`src/tccs_pkg.sv`:
```
package tccs_pkg;

  localparam int CHAR_W  = 8;
  localparam int ATTR_W  = 8;
  localparam int OP_W    = 2;
  localparam int INDEX_W = 11;
  localparam int POS_W   = 11;
  localparam int CELL_W  = CHAR_W + ATTR_W;

  // Operation codes on the request channel
  localparam logic [OP_W-1:0] OP_PUT   = 2'd0;
  localparam logic [OP_W-1:0] OP_READ  = 2'd1;
  localparam logic [OP_W-1:0] OP_CLEAR = 2'd2;

  // Control bytes recognized by a put
  localparam logic [CHAR_W-1:0] CH_BELL      = 8'd7;
  localparam logic [CHAR_W-1:0] CH_BACKSPACE = 8'd8;
  localparam logic [CHAR_W-1:0] CH_NEWLINE   = 8'd10;
  localparam logic [CHAR_W-1:0] CH_RETURN    = 8'd13;

  localparam logic [ATTR_W-1:0] ATTR_RESET = 8'h06;

  typedef enum logic [2:0] {
    CMD_NEWLINE,
    CMD_RETURN,
    CMD_BACKSPACE,
    CMD_BELL,
    CMD_PUT,
    CMD_READ,
    CMD_CLEAR,
    CMD_NOP
  } cmd_kind_t;

  typedef struct packed {
    cmd_kind_t            kind;
    logic [CHAR_W-1:0]    ch;
    logic [INDEX_W-1:0]   cell_index;
  } cmd_t;

  typedef enum logic [3:0] {
    ST_INIT,
    ST_IDLE,
    ST_READ,
    ST_CLEAR,
    ST_SCROLL_COPY,
    ST_SCROLL_LAST,
    ST_SCROLL_ZERO,
    ST_SCROLL_PUT,
    ST_FINISH
  } state_t;

endpackage

```
`src/tccs_req_if.sv`:
```
interface tccs_req_if;
  logic                          valid;
  logic                          ready;
  logic [tccs_pkg::OP_W-1:0]     op;
  logic [tccs_pkg::CHAR_W-1:0]   ch;
  logic [tccs_pkg::INDEX_W-1:0]  cell_index;

  modport source (output valid, output op, output ch, output cell_index, input ready);
  modport sink   (input valid, input op, input ch, input cell_index, output ready);
endinterface

```
`src/tccs_front.sv`:
```
module tccs_front (
  tccs_req_if.sink       req,
  input  logic           q_full,
  input  logic           init_busy,
  output logic           push,
  output tccs_pkg::cmd_t cmd
);

  assign req.ready = !q_full && !init_busy;
  assign push      = req.valid && req.ready;

  always_comb begin
    cmd.ch         = req.ch;
    cmd.cell_index = req.cell_index;
    case (req.op)
      tccs_pkg::OP_PUT: begin
        case (req.ch)
          tccs_pkg::CH_NEWLINE:   cmd.kind = tccs_pkg::CMD_NEWLINE;
          tccs_pkg::CH_RETURN:    cmd.kind = tccs_pkg::CMD_RETURN;
          tccs_pkg::CH_BACKSPACE: cmd.kind = tccs_pkg::CMD_BACKSPACE;
          tccs_pkg::CH_BELL:      cmd.kind = tccs_pkg::CMD_BELL;
          default:                cmd.kind = tccs_pkg::CMD_PUT;
        endcase
      end
      tccs_pkg::OP_READ:  cmd.kind = tccs_pkg::CMD_READ;
      tccs_pkg::OP_CLEAR: cmd.kind = tccs_pkg::CMD_CLEAR;
      default:            cmd.kind = tccs_pkg::CMD_NOP;
    endcase
  end

endmodule

```
`src/flat_wrapper.sv`:
```
// flat-port wrapper written by rule: the top's interface ports become plain ports
module tccs_front_flat 
  (q_full, init_busy, push, cmd, req_valid, req_op, req_ch, req_cell_index, req_ready);
  tccs_req_if req_i ();
  input  logic q_full;
  input  logic init_busy;
  output logic push;
  output tccs_pkg::cmd_t cmd;
  input wire logic [$bits(req_i.valid)-1:0] req_valid;
  input wire logic [$bits(req_i.op)-1:0] req_op;
  input wire logic [$bits(req_i.ch)-1:0] req_ch;
  input wire logic [$bits(req_i.cell_index)-1:0] req_cell_index;
  output wire logic [$bits(req_i.ready)-1:0] req_ready;
  assign req_i.valid = req_valid;
  assign req_i.op = req_op;
  assign req_i.ch = req_ch;
  assign req_i.cell_index = req_cell_index;
  assign req_ready = req_i.ready;
  tccs_front u_core (.req(req_i), .q_full(q_full), .init_busy(init_busy), .push(push), .cmd(cmd));
endmodule
```
`config.mk`:
```
export PLATFORM = sky130hd
export DESIGN_NAME = tccs_front_flat
export DESIGN_NICKNAME = d
export VERILOG_FILES = /design/src/tccs_pkg.sv /design/src/tccs_req_if.sv /design/src/tccs_front.sv /design/src/flat_wrapper.sv
export SDC_FILE = /design/constraint.sdc
export NUM_CORES = 1
export LEC_CHECK = 0
export ABC_AREA = 1
export BUFFER_PORTS_ARGS = -buffer_cell sky130_fd_sc_hd__buf_4
export CAP_MARGIN = 25
export CORE_AREA = 4 4 41 43
export DETAILED_ROUTE_END_ITERATION = 12
export DIE_AREA = 0 0 45 47
export MAX_ROUTING_LAYER = met4
export PLACE_DENSITY = 0.69
export SLEW_MARGIN = 20
export SYNTH_ARGS = -nofsm -noshare
export SYNTH_HDL_FRONTEND = slang
export SYNTH_SLANG_ARGS = --single-unit
```
`constraint.sdc`:
```
create_clock -name vclk -period 0.9
set_input_delay 0.135 -clock vclk [all_inputs]
set_output_delay 0.135 -clock vclk [all_outputs]
set_load 0.01 [all_outputs]
```
### Word-level counts from Yosys, hierarchy flattened

Index checks and enable logic that the tools add are counted.

| word-level totals | value |
|---|---|
| flip-flop bits (word level) | 0 |
| input bits | 24 |
| output and inout port bits | 24 |
| word-level logic and storage cells | 13 |

| operators by class | value |
|---|---|
| equal/unequal tests | 6 |
| mux-type cells | 2 |
| reduce and logical (&&, ||, !) cells | 5 |

Operators by type and width:

| cell | count |
|---|---|
| 8-bit by 4-bit equality test with 1-bit output, second input constant | 3 |
| 3-bit case mux with 4 select lines | 1 |
| 3-bit case mux with 3 select lines | 1 |
| 8-bit by 3-bit equality test with 1-bit output, second input constant | 1 |
| 2-bit by 1-bit equality test with 1-bit output, second input constant | 1 |
| 2-bit equality test, second input constant | 1 |
| 1-bit logical AND | 2 |
| 1-bit logical NOT | 2 |
| 2-bit logical NOT | 1 |

### Depth between registers and ports, before layout

| depth | value |
|---|---|
| word-level depth | 3 |
| gate-level depth with buffers | 8 |
| depth with buffers taken out | 8 |

### Worst setup path after synthesis

No wires, ideal clock.

| timing path | value |
|---|---|
| kind | in2out |
| start point | input port req_op[0] |
| end point | output port cmd[19] in the netlist's numbering |
| arrival time | 0.728 ns |
| data required time | 0.765 ns |
| setup slack | 0.037 ns |
| stages | 8 |
| buffers on the path | 0 |
| path through | inv_1 -> ha_1 -> inv_1 -> nor2_1 -> nand2_1 -> nand2_1 -> nand2_1 -> nand2_1 |

RTL lines:

| item | RTL line | source |
|---|---|---|
| start, declared | flat_wrapper.sv:10 | `input wire logic [$bits(req_i.op)-1:0] req_op;` |
| end, declared | flat_wrapper.sv:8 | `output tccs_pkg::cmd_t cmd;` |

==> results.py <==
metrics = {
    "outcome": {
        "status": "complete, but fails checks",
        "violations": "negative setup slack",
    },
    "route": {
        "routed-via-count": 362,
        "drtPass1Iterations": 4,
        "remaining_drc_errors": 0,
        "vias_per_cell": 4.16,
        "routedWlPerCell_um": 10.1,
        "wl_um": 882,
        "postRouteAntennaNets": 0,
        "drt_iter0_drc": 4,
    },
    "power": {
        "cellPowerDensity_nw_per_um2": 468,
        "p_leak_uw": 0.000302,
        "ir_drop_v": 0.000173,
    },
    "worst_setup_path": {
        "crit_type": "in2out",
        "cp_max_fo": 2,
        "required_ps": 760,
        "worst_setup_path_start_kind": "primary input",
        "critPathArrivalTime_ps": 880,
        "cp-end-kind": "output port",
    },
    "final_layout": {
        "insertedDiodeCount": 0,
        "num-nets-final": 100,
        "finalNonFillerCells": 87,
        "drive_gt1_share_pct": 83.3,
        "final_area_um2": 612,
        "clock_buffers": 0,
        "area_growth_pct": 82.5,
        "seq_cell_count": 0,
        "register_area_um2": 0,
    },
    "floorplan": {
        "core.rowCount": 13,
        "die_h_um": 47,
        "core_area_um2": 1300,
        "die_w_um": 45,
        "dieArea_um2": 2120,
        "pin_count": 48,
        "start_util_pct": 25.8,
    },
    "synthesis": {
        "synth_area_leader_cell": "buf_4",
        "syn-cell-area_um2": 335,
        "synth_commonest_cells": "buf_4 (19), nand2_1 (18), nor2_1 (8)",
        "ys_types": 11,
        "syn_inst": 61,
        "synth_top_area_share_pct": 42.5,
        "synth_area_leaders": "buf_4 (43%), nand2_1 (20%), nor2_1 (9.0%), ha_1 (7.5%), inv_1 (6.7%)",
        "synth.yosys.seq_area_share_pct": 0,
        "postSynthAreaPerCell_um2": 5.50,
        "synth_most_common_cell": "buf_4",
        "syn_nets": 87,
        "yosys_warnings": 0,
    },
    "sta": {
        "setup_slack_ps": -111,
        "post-route-min-period_ps": 1010,
        "tns_ps": -222,
        "finalSetupViolations": 3,
        "slew_violations": 0,
        "hold_viol": 0,
        "relSlewSlack_pct": 88.1,
        "rsz0062_at_grt": "yes",
        "worst_slew_pin_slew_ps": 179,
        "max_freq_mhz": 989,
        "fin_crit_sh_pct": 112,
    },
    "grt": {
        "grt_use_met3_pct": 0.766,
        "grt_max_degree": 5,
        "use_met2_pct": 14.4,
        "track_usage_pct": 7.07,
        "gr-usage-met1_pct": 7.19,
        "grt_pass1_wl_mm": 1.13,
        "busiest_layer": "met2",
        "antenna_found_initial": 0,
        "globalRouteOverflowTotal": 0,
        "grt_pass1_vias": 299,
    },
    "placement": {
        "dp_hpwl_um": 655,
        "placed_cells": 86,
        "portBuffers": 26,
        "place_area_um2": 429,
        "place_congestion": 0.718,
        "pre_cts_slack_ps": -190,
    },
    "hold_path": {
        "holdPathStages": 0,
        "hold_class": "in2out",
    },
    "cts": {
        "hold_buffers": 0,
    },
    "flow_run": {
        "maxCapViolCount": 0,
    },
}
[final timing paths]
kind              start       to  slack (ps)
max           req_op[0]  cmd[20]        -110
min   req_cell_index[1]   cmd[1]         270
[stage by stage]
| step | util, % | hold slack [ps] | total power [uW] |
|---|---|---|---|
| 2_1_floorplan | - | 313 | 145 |
| 3_3_place_gp | 33.0 | 270 | 188 |
| 5_1_grt | 47.0 | 270 | 310 |
| 4_1_cts | 37.5 | 270 | 222 |
| 3_5_place_dp | 33.0 | 270 | 191 |
| 6_report | 47.0 | 270 | 286 |
[where the power goes]
group | internal (uW) | switching (uW) | leakage (uW)
sequential | 0 | 0 | 0
combinational | 162 | 124 | 0.000302
clock | 0 | 0 | 0
[logic make-up (layout without fill, tap and decap cells)]
logic type | Yosys count | after routing | share of synthesized area, %
fa+ha+maj | 2 | 2 | 7.46
simple gates | 32 | 32 | 41.0
buf+inv | 27 | 38 | 51.5
[critical path, cell delays in order]
cell	delay, ps
buf_8	80
inv_6	30
ha_4	150
buf_4	130
nand3_2	60
nand2_1	50
nand2_1	70
nand2_2	60
buf_6	110
[area by class of cell]
class                           instances  area (um2)
Fill cell                             139         689
Tap cell                               15        18.8
Timing Repair Buffer                   30         285
Inverter                                8        40.0
Multi-Input combinational cell         34         268
[metal layers]
layer | up-vias | part of all wire, %
met5 | - | 0
met4 | 0 | 0.57
met3 | 2 | 12
met2 | 19 | 56
met1 | 156 | 32
li1 | 185 | -
[repair_timing]
action,4_1_cts,5_1_grt
gates cloned,0,0
resized for setup,18,35
hold endpoints to repair,0,0
setup endpoints to repair,3,3
pin swaps,10,18
setup buffers,0,1
[cell usage in the layout (no fill, tap or decap), drive strengths merged]
cell    n
nor2    9
nand2  19
ha      2
nand3   3
inv     8
buf    30
nor3b   1
(Power assumes the default switching activity.)
