**config.mk**
```make
export PLATFORM = sky130hd
export DESIGN_NAME = tccs_queue
export DESIGN_NICKNAME = d
export VERILOG_FILES = /design/src/tccs_pkg.sv /design/src/tccs_queue.sv
export SDC_FILE = /design/constraint.sdc
export NUM_CORES = 1
export LEC_CHECK = 0
export BUFFER_PORTS_ARGS = -buffer_cell sky130_fd_sc_hd__buf_2
export CORE_MARGIN = 10
export CORE_UTILIZATION = 45
export DETAILED_ROUTE_END_ITERATION = 12
export GPL_TIMING_DRIVEN = 1
export PLACE_DENSITY_LB_ADDON = 0.3
export SLEW_MARGIN = 30
export SYNTH_ARGS = -nofsm -noshare
export SYNTH_HDL_FRONTEND = slang
export SYNTH_SLANG_ARGS = --single-unit
```
**constraint.sdc**
```tcl
create_clock -name clk -period 1.7 [get_ports clk]
set_input_delay 0.085 -clock clk [delete_from_list [all_inputs] [get_ports clk]]
set_output_delay 0.085 -clock clk [all_outputs]
set_load 0.005 [all_outputs]
```
**src/tccs_pkg.sv**
```systemverilog
package tccs_pkg;

  localparam int CHAR_W  = 8;
  localparam int ATTR_W  = 8;
  localparam int OP_W    = 2;
  localparam int INDEX_W = 11;
  localparam int POS_W   = 11;
  localparam int CELL_W  = CHAR_W + ATTR_W;

  // Operation codes on the request channel
  localparam logic [OP_W-1:0] OP_PUT   = 2'd0;
  localparam logic [OP_W-1:0] OP_READ  = 2'd1;
  localparam logic [OP_W-1:0] OP_CLEAR = 2'd2;

  // Control bytes recognized by a put
  localparam logic [CHAR_W-1:0] CH_BELL      = 8'd7;
  localparam logic [CHAR_W-1:0] CH_BACKSPACE = 8'd8;
  localparam logic [CHAR_W-1:0] CH_NEWLINE   = 8'd10;
  localparam logic [CHAR_W-1:0] CH_RETURN    = 8'd13;

  localparam logic [ATTR_W-1:0] ATTR_RESET = 8'h06;

  typedef enum logic [2:0] {
    CMD_NEWLINE,
    CMD_RETURN,
    CMD_BACKSPACE,
    CMD_BELL,
    CMD_PUT,
    CMD_READ,
    CMD_CLEAR,
    CMD_NOP
  } cmd_kind_t;

  typedef struct packed {
    cmd_kind_t            kind;
    logic [CHAR_W-1:0]    ch;
    logic [INDEX_W-1:0]   cell_index;
  } cmd_t;

  typedef enum logic [3:0] {
    ST_INIT,
    ST_IDLE,
    ST_READ,
    ST_CLEAR,
    ST_SCROLL_COPY,
    ST_SCROLL_LAST,
    ST_SCROLL_ZERO,
    ST_SCROLL_PUT,
    ST_FINISH
  } state_t;

endpackage

```
**src/tccs_queue.sv**
```systemverilog
module tccs_queue (
  input  logic           clk,
  input  logic           rst,
  input  logic           push,
  input  tccs_pkg::cmd_t push_cmd,
  output logic           full,
  input  logic           pop,
  output logic           head_valid,
  output tccs_pkg::cmd_t head
);

  tccs_pkg::cmd_t slots [2];
  logic           wr_ptr;
  logic           rd_ptr;
  logic [1:0]     count;

  assign full       = (count == 2'd2);
  assign head_valid = (count != 2'd0);
  assign head       = slots[rd_ptr];

  always_ff @(posedge clk) begin
    if (push) begin
      slots[wr_ptr] <= push_cmd;
    end
  end

  always_ff @(posedge clk) begin
    if (rst) begin
      wr_ptr <= 1'b0;
      rd_ptr <= 1'b0;
      count  <= 2'd0;
    end else begin
      if (push) begin
        wr_ptr <= !wr_ptr;
      end
      if (pop) begin
        rd_ptr <= !rd_ptr;
      end
      case ({push, pop})
        2'b10:   count <= count + 2'd1;
        2'b01:   count <= count - 2'd1;
        default: count <= count;
      endcase
    end
  end

endmodule

```
Word-level counts from Yosys, hierarchy flattened
Memory sizes are Yosys's and may differ from the RTL's. A register that Yosys moved wholly into a read port is not among the register bits.
Index checks and enable logic that the tools add are counted.
{ "totals": {"n_memories": 1, "ff_bits": 4, "ramBits": 44, "wordCells": 18} }
{ "op_classes": {"n_mux": 5, "reduce_logical": 4, "addsub": 2, "n_eq_ne": 3} }
{ "memory_table": {"columns": ["name", "words", "width", "rd", "rd_ports_with_merged_regs", "write_ports", "line_no", "rtl"], "rows": [
  ["slots", 2, 22, 1, 1, 1, "tccs_queue.sv:12", "tccs_pkg::cmd_t slots [2];"]
]} }
{ "ops": {"columns": ["op", "n"], "rows": [
  ["== test 2 bit, second input constant", 2],
  ["two-way mux 1 bit", 4],
  ["case mux 2 bit (2 select lines)", 1],
  ["nonzero test 2 bit", 2],
  ["adder 2 x 1 -> 2 bit, second input constant", 1],
  ["== test 2 x 1 -> 1 bit, second input constant", 1],
  ["zero test 1 bit", 2],
  ["subtractor 2 x 1 -> 2 bit, second input constant", 1]
]} }

Depth between registers and ports, before layout
Gate-level depths: netlist (run 1).
{ "logic_depth": {"word_depth": 3, "mapped_depth": 5} }

Worst setup path before layout (run 1)
Ideal clock, no wire load.
{ "synth_path": {"kind": "reg2reg", "from": "register wr_ptr", "to": "memory slots[0][0] (netlist bit), enable pin", "path_stages_with_launch": 2, "setup_slack_ps": 27, "n_path_buf": 0, "arrival_ps": 1272, "required_time_ps": 1299, "synth_period_minus_slack_ps": 1673, "path_cell_list": "dfxtp_1 > nor2_1"} }
{ "synth_lines": {"columns": ["item", "line_no", "rtl"], "rows": [
  ["start: declaration", "tccs_queue.sv:13", "logic wr_ptr;"],
  ["start signal: assignment", "tccs_queue.sv:34", "wr_ptr <= !wr_ptr;"],
  ["end: declaration", "tccs_queue.sv:12", null]
]} }
No word-level cell before the write port.

==> results.cfg, run 1 <==
[grt]
grtUsageTotal = 0.101
grt_first_pass_wirelength_um = 5710
antenna_found_initial = 0
met2_usage = 0.196
met3_usage = 0.0352
grt_util_met1 = 0.0967
globalRoute.busiestLayer = met2
grt_max_degree = 16
grt_pass1_vias = 1208
grt-ovfl-total = 0

[floorplanning]
io_pins = 50
std_cell_rows = 22
coreArea_um2 = 3740
initial_core_util = 0.477
die_y_um = 83.0
die_w_um = 83.0
dieArea_um2 = 6890

[layout]
final_layout_size_suffix_gt1_frac = 0.509
syn2layout_area_growth_pct = 36.3
final_util = 0.651
finish.instance_area_um2 = 2440
nNetsFinal = 199
insertedDiodeCount = 0

[routing]
drt-initial-drc-count = 22
dr_total_vias = 1043
drc = 0
vias_per_cell = 4.72
drt_pass1_iterations = 4
drt_wl_total_um = 3470
ant_nets = 0
wire_per_inst_um = 15.7

[timing]
fmax_ghz = 0.710
skew_ps = 4.84
maxSlewViolCount = 0
tns_ps = 0
post-route-min-period_ps = 1410
whs_ps = 11.9
worstMarginPinSlew_ps = 187
hold_viol_final = 0
setup_viol = 0
rsz0062_at_grt = no
relSlewSlack = 0.875
post-route-period-util = 0.828

[power]
power.leakage_nw = 0.948
power_mw = 2.39
power_density_nw_per_um2 = 982
ir_drop_mv = 0.719

[synth]
synth_top_area_cell = edfxtp_1
avgSynthCellArea_um2 = 19.9
synth_cells = 90
synth_edf_count = 44
synthArstFlopShare = 0
yosysSeqAreaShare = 0.796
ys_seq_elements = 49
synth.top_cell.area_share = 0.739
yosys_warnings = 0
yosys-top-cells-count = 44 x edfxtp_1, 22 x mux2_2, 5 x dfxtp_1, 5 x nor2_1, 3 x xnor2_1
synth_nets = 117
synth_area_um2 = 1790
synth_ff_type = edfxtp_1
yosys.cell_count.top_type = edfxtp_1
yosysUniqueCellTypes = 15
synth.area.top_cells = edfxtp_1 74%, mux2_2 14%, dfxtp_1 5.6%

[hold_path]
min_path_type = input pin to register

[clock_network]
clk_latency_ps = 290
numCtsBuffers = 5
cts_tree = done
path_clk_slew_ps = 90
cts_root_buf = clkbuf_8
cts.sinks = 49
htreeDepth = 2
postCtsSetupBuffers = 0
clock_path_buffers = 2
cts_resized = 0

[place]
portBuffers = 49
gp_congestion = 0.670
dpl-instance-area_um2 = 2130
dp_hpwl_um = 2420

[worst_setup_path]
worstPathRequired_ps = 1620
cp-end-kind = output port
critPathKind = register to output port
critPathBufInv = 2
crit_fanout = 12
start_kind = register
critical_path.cell_chain = buf_4 -> mux2_2 -> buf_2
arrival_ps = 1320
slowest_delay_ps = 360
critical_path.top_delay_family = multiplexers
crit_path_top_delay_cell = mux2_2

[job]
max_cap_viol_count = 0

[status]
status = complete, no violations
cell usage in the layout (no fill, tap or decap):
| master | synthesis | layout |
|---|---|---|
| inv_1 | 1 | 1 |
| and2b_2 | 1 | 1 |
| mux2_2 | 22 | 22 |
| and2_1 | 1 | 1 |
| buf_4 | 0 | 6 |
| clkinvlp_4 | 0 | 1 |
| xor2_1 | 1 | 1 |
| nor2_1 | 5 | 4 |
| clkbuf_8 | 0 | 5 |
| ha_1 | 1 | 1 |
| nor2_2 | 0 | 1 |
| clkinv_2 | 0 | 2 |
| dfxtp_1 | 5 | 5 |
| dlygate4sd3_1 | 0 | 22 |
| o21ai_0 | 1 | 1 |
| edfxtp_1 | 44 | 44 |
| or2_2 | 1 | 1 |
| buf_2 | 2 | 49 |
| a21oi_1 | 1 | 1 |
| xnor2_1 | 3 | 3 |
| or3_1 | 1 | 1 |
final cells by class:
cell class / count / area, um^2
sequential: 49 / 1420
inverter: 1 / 3.75
clock buffer: 5 / 68.8
clock inverter: 3 / 17.5
tap: 48 / 60.1
timing repair buffer: 77 / 510
fill: 298 / 1310
multi-input combinational: 38 / 354
what timing repair did:
action / 4_1_cts / 5_1_grt
endpoints found under the hold margin: 44 / 0
setup endpoints to repair: 0 / 0
hold buffers: 22 / 0
metrics by stage:
stage               setup WS [ps]  cells
floorplan                    27.0     90
global placement              605    191
detailed placement            500    191
CTS                           280    221
global route                  216    221
finish                        292    221
path summary, 6_finish.rpt:
check / endpoint / cells past startpoint / slack (ps) / startpoint
worst min-delay path: rd_ptr$_SDFFE_PP0P_ / 2 / 10 / rst
worst max-delay path: head[2] / 3 / 290 / register
worst min register to register: count[1]$_SDFFE_PP0P_ / 2 / 530 / count[1]$_SDFFE_PP0P_
worst max register to register: slots[1][15]$_DFFE_PP_ / 2 / 620 / wr_ptr$_SDFFE_PP0P_
layer usage:
layer / vias to the layer above / wire (um)
met1: 515 / 1320
met3: 2 / 143
met5: - / 0
met2: 23 / 1990
met4: 0 / 21
li1: 503 / -
flip-flops by register name, indices dropped and copies added, names as in the netlist, named ones only:
name,flops
slots,44
wr_ptr,1
rd_ptr,1
count,2
power breakdown:
group | internal [mW] | switching, mW
Clock | 0.284 | 0.356
Sequential | 1.40 | 0.0249
Combinational | 0.190 | 0.140
Total | 1.87 | 0.521
worst register-to-register path, cell delays in order (launching register included):
cell and delay [ps]:
dfxtp_1 390, and2_1 170, buf_4 220
cell families (layout without fill, tap and decap cells):
group | after synthesis | in the layout | share of synthesized area
flip-flops | 49 | 49 | 0.796
AND/OR/NAND/NOR | 9 | 9 | 0.0259
adder cells (fa/ha/maj) | 1 | 1 | 0.00700
buffers and inverters | 3 | 86 | 0.00770
XOR/XNOR | 4 | 4 | 0.0196
multiplexers | 22 | 22 | 0.139
AO/OA/AOI/OAI | 2 | 2 | 0.00560
(Power assumes the default switching activity.)
==> run 2, diff against run 1 <==
--- a/config.mk
+++ b/config.mk
@@ -7,7 +7,7 @@
 export LEC_CHECK = 0
 export BUFFER_PORTS_ARGS = -buffer_cell sky130_fd_sc_hd__buf_2
 export CORE_MARGIN = 10
-export CORE_UTILIZATION = 45
+export CORE_UTILIZATION = 50
 export DETAILED_ROUTE_END_ITERATION = 12
 export GPL_TIMING_DRIVEN = 1
 export PLACE_DENSITY_LB_ADDON = 0.3
==> constraint.sdc (replaced) <==
create_clock -name clk -period 1.3 [get_ports clk]
set_input_delay 0.065 -clock clk [delete_from_list [all_inputs] [get_ports clk]]
set_output_delay 0.065 -clock clk [all_outputs]
set_load 0.005 [all_outputs]
==> run 2 against run 1 <==
Against the previous run:
- the flow now finishes with violations (setup timing)
- design area increased by 14%
- via count increased by 3.1%
- wire length increased by 17%
- critical path depth unchanged
- non-clock buffer count increased by 4
- total power increased by 41%
- utilization increased by 17 points
- first-iteration DRC count increased to 3.1 times the previous value
- global-route usage increased by 2.3 points
- clock skew increased by 5.3 ps
- highest routed layer unchanged
==> results.cfg, run 2 (same netlist as run 1, synthesis figures left out) <==
[status]
status = complete, but fails checks
failed_checks = setup timing

[routing]
drt_pass1_iterations = 4
dr_total_vias = 1075
drt-initial-drc-count = 68
ant_nets = 0
drc = 0
wire_per_inst_um = 18.3
vias_per_cell = 4.82
drt_wl_total_um = 4070

[worst_setup_path]
crit_fanout = 5
worstPathRequired_ps = 1240
critPathKind = register to output port
arrival_ps = 1370
cp-end-kind = output port
start_kind = register

[layout]
layout_common_cells = 44 x edfxtp_1, 27 x buf_2, 26 x dlygate4sd3_1, 22 x mux2_4, 22 x buf_6
syn2layout_area_growth_pct = 55.7
nFillCells = 180
final_layout_size_suffix_gt1_frac = 0.508
multi_input_area_um2 = 463
seq_area_um2 = 1430
layout_commonest_cell = edfxtp_1
nNetsFinal = 203
insertedDiodeCount = 0
top_register = slots
largest_reg_flops = 44
final_util = 0.821
finish.instance_area_um2 = 2780
top_regs = slots: 44 flops, count: 2 flops

[power]
power_density_nw_per_um2 = 1210
power_mw = 3.38
power.leakage_nw = 1.12
ir_drop_mv = 0.896

[floorplanning]
die_y_um = 79.8
io_pins = 50
initial_core_util = 0.527
std_cell_rows = 21
dieArea_um2 = 6360
coreArea_um2 = 3390
die_w_um = 79.8

[timing]
relSlewSlack = 0.880
post-route-min-period_ps = 1430
fmax_ghz = 0.698
setup_viol = 22
tns_ps = -2620
skew_ps = 10.1
rsz0062_at_grt = yes
worstMarginPinSlew_ps = 180
setup_slack_ps = -133
maxSlewViolCount = 0
post-route-period-util = 1.10
hold_viol_final = 0

[grt]
grt_max_degree = 23
grtUsageTotal = 0.124
grt_pass1_vias = 1213
grt-ovfl-total = 0
grt_first_pass_wirelength_um = 5950
antenna_found_initial = 0

[clock_network]
path_clk_slew_ps = 130
htreeDepth = 2
cts_root_buf = clkbuf_4
clock_path_buffers = 2
postCtsSetupBuffers = 0
cts_tree = done
cts.sinks = 49
numCtsBuffers = 5
clk_latency_ps = 360

[place]
gp_congestion = 0.640
portBuffers = 49
dp_hpwl_um = 2270
dpl-instance-area_um2 = 2140
place_ws_ps = 143

[hold_path]
min_path_type = input pin to register

[job]
max_cap_viol_count = 0
[run 2: changes by cell type in the layout (fill, tap and decap cells not counted), sizes merged]
cell / before / now
clkinvlp: 1 / 0
bufinv: 0 / 1
clkbuf: 5 / 7
clkinv: 2 / 1
dlygate4sd3: 22 / 26
buf: 55 / 54
[run 2: layer usage]
metal / track usage / up-vias / routed length [um]
met5: 0 / - / 0
met4: 0.0528 / 0 / 63
met3: 0.0529 / 8 / 206
met2: 0.237 / 27 / 2320
met1: 0.109 / 527 / 1480
li1: - / 513 / -
[run 2: final timing paths]
kind | from | to | slack [ps] | cells after the start
setup / recovery | register | head[9] | -130 | 3
hold / removal | push | slots[1][9]$_DFFE_PP_ | 260 | 3
setup reg to reg | rd_ptr$_SDFFE_PP0P_ | register | 80 | 3
hold reg to reg | count[1]$_SDFFE_PP0P_ | count[1]$_SDFFE_PP0P_ | 530 | 2
[run 2: what timing repair did]
| item | 4_1_cts | 5_1_grt |
|---|---|---|
| resized for setup | 23 | 33 |
| gates cloned | 1 | 1 |
| endpoints found under the setup margin | 22 | 24 |
| hold endpoints to repair | 49 | 0 |
| pin swaps | 0 | 0 |
| hold buffers | 26 | 0 |
[run 2: layout make-up]
class,instances,area share
Clock buffer,6,0.0148
Clock inverter,2,0.0121
Inverter,1,0.00135
Multi-Input combinational cell,38,0.166
Sequential cell,49,0.512
Tap cell,46,0.0207
Timing Repair Buffer,81,0.272
[run 2: metrics by stage]
step / hold WS, ps / std cells
after detailed placement: 257 / 187
final: 258 / 223
after floorplan: 134 / 90
after global placement: 254 / 187
after CTS: 257 / 222
after global routing: 253 / 223
[run 2: report_power, final]
group,total (mW),switching (mW),internal [mW]
Clock,0.837,0.436,0.401
Combinational,0.661,0.229,0.432
Sequential,1.88,0.0505,1.83
[run 2: critical path, stage by stage (launching register included)]
cell and delay (ps):
dfxtp_4 430, clkbuf_16 170, mux2_4 300, buf_6 120
==> run 3, diff against run 2 <==
--- a/config.mk
+++ b/config.mk
@@ -8,9 +8,10 @@
 export BUFFER_PORTS_ARGS = -buffer_cell sky130_fd_sc_hd__buf_2
 export CORE_MARGIN = 10
 export CORE_UTILIZATION = 50
+export CTS_BUF_LIST = sky130_fd_sc_hd__clkbuf_16
 export DETAILED_ROUTE_END_ITERATION = 12
 export GPL_TIMING_DRIVEN = 1
-export PLACE_DENSITY_LB_ADDON = 0.3
+export PLACE_DENSITY_LB_ADDON = 0.1
 export SLEW_MARGIN = 30
 export SYNTH_ARGS = -nofsm -noshare
 export SYNTH_HDL_FRONTEND = slang
==> run 3 against run 2 <==
Against the previous run:
- the flow still finishes with violations (setup timing)
- total power increased by 6.3%
- global-route usage decreased by 1.1 points
- setup slack improved by 93 ps
- non-clock buffer count decreased by 4
- hold slack got worse by 200 ps
- die area unchanged
- register-to-register slack improved by 140 ps
- clock skew decreased by 8.2 ps
- sequential power about the same
- utilization decreased by 2.5 points
==> results.cfg, run 3 (same netlist as run 1, synthesis figures left out) <==
[worst_setup_path]
start_kind = register
crit_fanout = 9
critical_path.cell_chain = buf_12 -> mux2_2 -> buf_6
critPathKind = register to output port
crit_path_top_delay_cell = dfxtp_4
worstPathRequired_ps = 1240
arrival_ps = 1270
cp-end-kind = output port
slowest_delay_ps = 390
critical_path.top_delay_family = flip-flops
critPathBufInv = 2

[power]
power_density_nw_per_um2 = 1330
ir_drop_mv = 1.02
power_mw = 3.59
power.leakage_nw = 1.08

[timing]
hold_viol_final = 0
tns_ps = -406
setup_slack_ps = -39.4
setup_viol = 16
skew_ps = 1.92
worstMarginPinSlew_ps = 177
post-route-period-util = 1.03
relSlewSlack = 0.881
maxSlewViolCount = 0
fmax_ghz = 0.747
post-route-min-period_ps = 1340
rsz0062_at_grt = yes

[grt]
grt-ovfl-total = 0
grtUsageTotal = 0.113
grt_max_degree = 23
grt_pass1_vias = 1133
grt_first_pass_wirelength_um = 5370
antenna_found_initial = 0

[routing]
top_layer_used = met4
wl_met3_um = 229
wire_per_inst_um = 16.8
met2_length_um = 2070
drt-initial-drc-count = 80
ant_nets = 0
drt_wl_total_um = 3650
drc = 0
drt_pass1_iterations = 3
vias_per_cell = 4.79
wl_met1_um = 1310
dr_total_vias = 1039

[job]
max_cap_viol_count = 0

[layout]
layout_common_cells = 44 x edfxtp_1, 34 x buf_2, 23 x dlygate4sd3_1, 16 x buf_6, 15 x mux2_4
final_layout_size_suffix_gt1_frac = 0.509
largest_reg_flops = 44
insertedDiodeCount = 0
finish.instance_area_um2 = 2700
top_regs = slots: 44 flops, count: 2 flops
nFillCells = 187
nNetsFinal = 199
final_util = 0.796
instances_no_fill = 217
syn2layout_area_growth_pct = 51.1
top_register = slots
layout_commonest_cell = edfxtp_1

[floorplanning]
io_pins = 50
die_y_um = 79.8
std_cell_rows = 21
initial_core_util = 0.527
coreArea_um2 = 3390
die_w_um = 79.8
dieArea_um2 = 6360

[clock_network]
numCtsBuffers = 5
path_clk_slew_ps = 50
cts.sinks = 49
clk_latency_ps = 280
htreeDepth = 2
postCtsSetupBuffers = 0
cts_tree = done
clock_path_buffers = 2
cts_root_buf = clkbuf_16

[hold_path]
min_path_type = input pin to register

[place]
dpl-instance-area_um2 = 2160
dp.cells = 187
gp_congestion = 0.666
dp_hpwl_um = 2210
portBuffers = 49

[status]
status = complete, but fails checks
failed_checks = setup timing
-- run 3: metal layers --
layer / vias to the layer above / global-route usage
met5: - / 0
met2: 31 / 0.204
met3: 4 / 0.0586
li1: 501 / -
met4: 0 / 0.0475
met1: 503 / 0.104
-- run 3: worst min-delay path: cells and delay by family --
family	cells	cell delay, ps
XOR/XNOR	1	60
buffers and inverters	1	100
AND/OR/NAND/NOR	1	70
-- run 3: path summary, 6_finish.rpt --
kind | startpoint | end | slack, ps | depth (start not counted)
worst max-delay path | register | head[5] | -40 | 3
worst min-delay path | push | wr_ptr$_SDFFE_PP0P_ | 50 | 3
worst max register to register | wr_ptr$_SDFFE_PP0P_ | slots[1][20]$_DFFE_PP_ | 220 | 2
worst min register to register | count[1]$_SDFFE_PP0P_ | count[1]$_SDFFE_PP0P_ | 500 | 2
-- run 3: area by class of cell --
| class | instances | area (um^2) | area share |
|---|---|---|---|
| inverters | 1 | 3.75 | 0.00139 |
| multi-input cells | 38 | 417 | 0.154 |
| flip-flops and latches | 49 | 1430 | 0.528 |
| clock inverters | 1 | 5.00 | 0.00185 |
| repair buffers | 77 | 666 | 0.247 |
| clock buffers | 5 | 125 | 0.0464 |
| well taps | 46 | 57.6 | 0.0213 |
-- run 3: timing repair --
item / 4_1_cts / 5_1_grt
hold buffers: 23 / 0
gates resized for setup: 6 / 27
setup endpoints to repair: 22 / 22
cloned: 0 / 1
endpoints found under the hold margin: 48 / 0
pin swaps: 0 / 0
-- run 3: report_power, final --
part	switching (mW)	total, mW	internal, mW
logic	0.209	0.577	0.368
clock network	0.453	1.14	0.685
registers	0.0433	1.88	1.83
total	0.705	3.59	2.88
-- run 3: stage by stage --
stage	hold slack, ps	worst slack [ps]
finish	53.1	-39.4
global route	82.1	-72.1
CTS	48.3	-50.9
detailed placement	256	157
global placement	252	199
floorplan	134	167
